File: src/rtl/core/range_max_manhattan_distance_core_assert.svh
// Assertion macros for the range max Manhattan distance core.
// Included by the top level; no other dependencies.
`ifndef RANGE_MAX_MANHATTAN_DISTANCE_CORE_ASSERT_SVH
`define RANGE_MAX_MANHATTAN_DISTANCE_CORE_ASSERT_SVH
// Check that a condition implies another at the same edge.
`define RMMD_ASSERT_IMP(lbl, a, b) \
    lbl: assert property (@(posedge i_clk) disable iff (!i_rst_n) (a) |-> (b)) \
        else $error("assertion failed");
// Check that a condition implies another at the next edge.
`define RMMD_ASSERT_NEXT(lbl, a, b) \
    lbl: assert property (@(posedge i_clk) disable iff (!i_rst_n) (a) |=> (b)) \
        else $error("assertion failed");
`endif

File: src/rtl/core/rmmd_pkg.sv
// Shared types and constants for the range max Manhattan distance core.
// No dependencies.
`timescale 1ns / 1ps
package rmmd_pkg;
    localparam int unsigned LEAVES_DEF     = 1024;
    localparam int unsigned COORD_BITS_DEF = 30;
    localparam int unsigned CNT_W          = 11;
    localparam int unsigned IDX_W          = 10;
    localparam int unsigned FLD_W          = 30;
    localparam int unsigned DIST_W         = 31;
    localparam logic [31:0] EMPTY_SUM      = 32'hFFFF_FFFF;
    localparam logic [31:0] DIFF_TOP       = 32'h7FFF_FFFF;
    localparam logic [31:0] DIFF_BOTTOM    = 32'h8000_0000;
    localparam logic        CMD_WRITE      = 1'b0;
    localparam logic        CMD_QUERY      = 1'b1;

    // Four aggregates of one node.
    typedef struct packed {
        logic [31:0] smin;
        logic [31:0] smax;
        logic [31:0] dmin;
        logic [31:0] dmax;
    } t_agg;

    localparam t_agg AGG_EMPTY = '{EMPTY_SUM, 32'd0, DIFF_TOP, DIFF_BOTTOM};

    // Commands from controller to datapath.
    typedef struct packed {
        logic clr;      // write one empty node of the clearing pass
        logic load;     // capture input word
        logic rd;       // issue memory read at current node(s)
        logic wr_leaf;  // write leaf from captured point
        logic wr_node;  // write combined children at parent
        logic acc;      // fold read data into accumulator
        logic step;     // advance lo/hi pointers
        logic fin;      // compute result into output register
    } t_cmd;

    // Status from datapath to controller.
    typedef struct packed {
        logic clr_done;   // clearing pass is at its last node
        logic is_query;
        logic skip;       // write out of range or query trivially empty
        logic at_root;    // write walk reached the root
        logic range_done; // lo >= hi
    } t_sts;

    function automatic t_agg agg_merge(input t_agg a, input t_agg b);
        t_agg r;
        r.smin = (a.smin < b.smin) ? a.smin : b.smin;
        r.smax = (a.smax > b.smax) ? a.smax : b.smax;
        r.dmin = ($signed(a.dmin) < $signed(b.dmin)) ? a.dmin : b.dmin;
        r.dmax = ($signed(a.dmax) > $signed(b.dmax)) ? a.dmax : b.dmax;
        return r;
    endfunction
endpackage

File: src/rtl/core/rmmd_ctrl.sv
// Controller state machine for the range max Manhattan distance core.
// Depends on rmmd_pkg.
`timescale 1ns / 1ps
module rmmd_ctrl
    import rmmd_pkg::*;
(
    input  logic i_clk,
    input  logic i_rst_n,
    input  logic i_in_valid,
    output logic o_in_ready,
    input  logic i_out_ready,
    output logic o_out_valid,
    input  t_sts i_sts,
    output t_cmd o_cmd
);
    localparam logic [2:0] S_IDLE  = 3'd0;
    localparam logic [2:0] S_DEC   = 3'd1;
    localparam logic [2:0] S_WRD   = 3'd2;
    localparam logic [2:0] S_WWR   = 3'd3;
    localparam logic [2:0] S_QRD   = 3'd4;
    localparam logic [2:0] S_QACC  = 3'd5;
    localparam logic [2:0] S_FIN   = 3'd6;
    localparam logic [2:0] S_CLR   = 3'd7;

    logic [2:0] r_state, n_state;
    logic       r_ovalid, n_ovalid;

    assign o_in_ready  = (r_state == S_IDLE);
    assign o_out_valid = r_ovalid;

    // Clear the node memory after reset, then sequence one word through write walk or range walk.
    always_comb begin
        n_state  = r_state;
        n_ovalid = r_ovalid && !i_out_ready;
        o_cmd    = '0;
        unique case (r_state)
            S_CLR: begin
                o_cmd.clr = 1'b1;
                if (i_sts.clr_done) begin
                    n_state = S_IDLE;
                end
            end
            S_IDLE: begin
                if (i_in_valid && o_in_ready) begin
                    o_cmd.load = 1'b1;
                    n_state    = S_DEC;
                end
            end
            S_DEC: begin
                if (!i_sts.is_query) begin
                    if (i_sts.skip) begin
                        n_state = S_IDLE;
                    end else begin
                        o_cmd.wr_leaf = 1'b1;
                        n_state       = S_WRD;
                    end
                end else if (i_sts.skip) begin
                    n_state = S_FIN;
                end else begin
                    n_state = S_QRD;
                end
            end
            S_WRD: begin
                o_cmd.rd = 1'b1;
                n_state  = S_WWR;
            end
            S_WWR: begin
                o_cmd.wr_node = 1'b1;
                o_cmd.step    = 1'b1;
                n_state       = i_sts.at_root ? S_IDLE : S_WRD;
            end
            S_QRD: begin
                if (i_sts.range_done) begin
                    n_state = S_FIN;
                end else begin
                    o_cmd.rd = 1'b1;
                    n_state  = S_QACC;
                end
            end
            S_QACC: begin
                o_cmd.acc  = 1'b1;
                o_cmd.step = 1'b1;
                n_state    = S_QRD;
            end
            S_FIN: begin
                // Hold until the output register is free.
                if (!r_ovalid || i_out_ready) begin
                    o_cmd.fin = 1'b1;
                    n_ovalid  = 1'b1;
                    n_state   = S_IDLE;
                end
            end
            default: n_state = S_IDLE;
        endcase
    end

    always_ff @(posedge i_clk) begin
        if (!i_rst_n) begin
            r_state  <= S_CLR;
            r_ovalid <= 1'b0;
        end else begin
            r_state  <= n_state;
            r_ovalid <= n_ovalid;
        end
    end
endmodule

File: config.mk
export PLATFORM = sky130hd
export DESIGN_NAME = rmmd_ctrl
export DESIGN_NICKNAME = d
export VERILOG_FILES = /design/src/rtl/core/range_max_manhattan_distance_core_assert.svh /design/src/rtl/core/rmmd_pkg.sv /design/src/rtl/core/rmmd_ctrl.sv
export SDC_FILE = /design/constraint.sdc
export NUM_CORES = 1
export LEC_CHECK = 0
export BUFFER_PORTS_ARGS = -buffer_cell sky130_fd_sc_hd__buf_4
export CAP_MARGIN = 10
export CORE_AREA = 8 8 45 47
export DETAILED_ROUTE_END_ITERATION = 16
export DIE_AREA = 0 0 53 55
export GPL_TIMING_DRIVEN = 0
export MAX_ROUTING_LAYER = met4
export SLEW_MARGIN = 5
export SYNTH_ARGS = -nofsm -noshare
export SYNTH_HDL_FRONTEND = slang
export SYNTH_SLANG_ARGS = --single-unit
File: constraint.sdc
create_clock -name i_clk -period 1.7 [get_ports i_clk]
set_input_delay 0.085 -clock i_clk [delete_from_list [all_inputs] [get_ports i_clk]]
set_output_delay 0.085 -clock i_clk [all_outputs]
set_load 0.05 [all_outputs]
==> results.json <==
{
  "outcome": "completed",
  "cts_tree": "built",
  "dp_hpwl_um": 672,
  "power.share.sequential_pct": 24.2,
  "avgRoutedWirePerCell_um": 11.0,
  "fin_tns_setup_ns": 0,
  "synth_top_area_cell": "dfxtp_1",
  "syn_area_sq_um": 304,
  "maxCapViolations": 0,
  "areaGrowthSynthToFinish_pct": 62.6,
  "tightest_slew_ns": 0.299,
  "regArea_sq_um": 80.1,
  "r2r_cells": 2,
  "place_congestion": 0.771,
  "internal_power_uw": 297,
  "ant_nets": 0,
  "synthTopCellsByArea": "dfxtp_1 (26%), and2_1 (6.2%), nor2_1 (6.2%)",
  "layout.nets": 69,
  "grtUsageTotal_pct": 5.85,
  "syn_area_per_cell_sq_um": 8.45,
  "dp.cells": 70,
  "clkSlewWorstSetupHoldPaths_ns": 0.04,
  "die_area_sq_um": 2920,
  "io_pins": 19,
  "fin_cells": 73,
  "top_layer_used": "met3",
  "grt_max_degree": 11,
  "cts_root_buffer": "clkbuf_4",
  "worstSkewPairLatency_ns": 0.23,
  "die_w_um": 53,
  "critPathLaunchType": "flop",
  "cp_slowest_cell": "dfxtp_1",
  "final.min_clock_period_ns": 1.53,
  "portBuffers": 18,
  "rsz0062_at_grt": "false",
  "cts_hold_buf": 0,
  "die_h_um": 55,
  "relSlewSlack_pct": 79.9,
  "fin_crit_sh_pct": 90.2,
  "synth_top_area_share_pct": 26.3,
  "fin_ws_ns": 0.167,
  "wl_met1_um": 340,
  "via_count": 325,
  "yosysSeqAreaShare_pct": 26.3,
  "cts_max_level": 1,
  "slowest_delay_ns": 0.47,
  "drt_first_iter_violations": 2,
  "path_max_fanout": 7,
  "viasPerCell": 4.45,
  "cts_setup_buffers": 0,
  "critical_path_class": "flop to output pin",
  "finalMaxSlewViolations": 0,
  "drt_pre_antenna_iters": 2,
  "fill_cells": 162,
  "cts.sinks": 4,
  "clock_skew_ns": 0.00333,
  "endpoint_kind": "output pin",
  "hold_viol": 0,
  "power_frac_comb_pct": 54.3,
  "coreArea_sq_um": 1380,
  "p_switching_uw": 242,
  "synth_fp_nets": 46,
  "multi_input_area_sq_um": 218,
  "ir_drop_uv": 546,
  "initial_utilization_pct": 22.0,
  "dpl_worst_slack_ns": 0.396,
  "hold_class": "input pin to flop",
  "drc": 0,
  "rows": 14,
  "whs_path_depth": 2,
  "holdWs_ns": 0.0670,
  "cts_buffer_depth": 2,
  "swShare_pct": 44.9,
  "power_leakage_nw": 0.250,
  "grt-ovfl-total": 0,
  "drive_above_1_share_pct": 52.6,
  "grt_pass1_wl_um": 1210,
  "clkPwrFrac_pct": 21.5,
  "wl_met2_um": 366,
  "cp_cell_sequence": "nor2b_1 > and2_1 > or2_1 > buf_4",
  "synth.distinct_cells": 25,
  "numCtsBuffers": 3,
  "layout_commonest_cell": "buf_4",
  "fmax_mhz": 652,
  "worst_ep_required_time_ns": 1.62,
  "postLayoutCoreUtil_pct": 35.7,
  "cts-resized-gates": 0,
  "dr_wl_met3_um": 96,
  "synth_cells": 36,
  "ys_ff_latch": 4,
  "antenna_found_initial": 0,
  "setup_violations": 0,
  "yosys_warnings": 0,
  "final_cell_mix": "buf_4 (19), nor2_1 (4), dfxtp_1 (4)",
  "routed_wl_um": 804,
  "grt_pass1_vias": 306,
  "insertedDiodeCount": 0,
  "p_per_area_nw_per_um2": 1090,
  "arrival_ns": 1.45
}
[worst max-delay path: cells and delay by family (launching register included)]
kind	cells	cell delay, ns
buf+inv	1	0.19
flops	1	0.47
simple gates	3	0.56
[cell type report]
type,instances,share of cell area (%)
buffer,1,1.52
clock buffer,3,4.56
inverter,3,2.28
multi-input combinational,28,44.1
sequential,4,16.2
tap,16,4.05
timing repair buffer,18,27.3
[metal layers]
layer	track usage, %	vias up
met5	-	-
met4	1.29	0
met3	4.55	0
met2	8.59	17
met1	6.07	140
li1	-	168
[logic make-up after synthesis]
family | synth area share, %
AO/OA/AOI/OAI | 25.1
AND/OR/NAND/NOR | 33.3
multiplexers | 4.94
buffers and inverters | 6.17
flip-flops | 26.3
adder cells (fa/ha/maj) | 4.11
[synthesized netlist by cell type]
library cell / n
a221o_1: 1
dfxtp_1: 4
a21o_1: 1
nor3_1: 2
and2_1: 3
nor2b_4: 1
nor2b_1: 1
o21a_1: 1
nor2_1: 5
or3b_1: 1
a21oi_1: 1
buf_4: 1
a21bo_2: 1
inv_2: 1
and3b_1: 1
nand2_1: 1
o31ai_2: 1
a311o_1: 1
o21ai_0: 1
or2_1: 1
mux2_4: 1
nand2b_1: 1
o2bb2ai_1: 1
ha_1: 1
inv_1: 2
[power by group through the flow]
stage	logic, mW	registers (mW)	clock network [mW]
floorplan	0.206	0.138	0
global placement	0.297	0.131	0
detailed placement	0.297	0.132	0
CTS	0.298	0.131	0.123
global route	0.315	0.134	0.134
finish	0.293	0.131	0.116
[metrics by stage]
| stage | cell area (sq um) | total power, mW |
|---|---|---|
| final | 494 | 0.540 |
| after global placement | 472 | 0.428 |
| after detailed placement | 472 | 0.429 |
| after global routing | 494 | 0.583 |
| after CTS | 494 | 0.552 |
| after floorplan | 317 | 0.344 |
[registers in the layout, summed over array words and instances, names as in the netlist]
name,flops
r_state,3
o_out_valid,1
[worst paths after layout]
path	start	endpoint	slack [ns]
worst max-delay path	r_state[0]$_SDFFE_PN1P_	o_cmd[1]	0.17
worst min-delay path	i_rst_n	o_out_valid$_SDFF_PN0_	0.07
worst max register to register	r_state[1]$_SDFFE_PN1P_	r_state[1]$_SDFFE_PN1P_	0.46
worst min register to register	r_state[2]$_SDFFE_PN1P_	r_state[2]$_SDFFE_PN1P_	0.61
No activity file was read; power rests on OpenSTA's default activity.
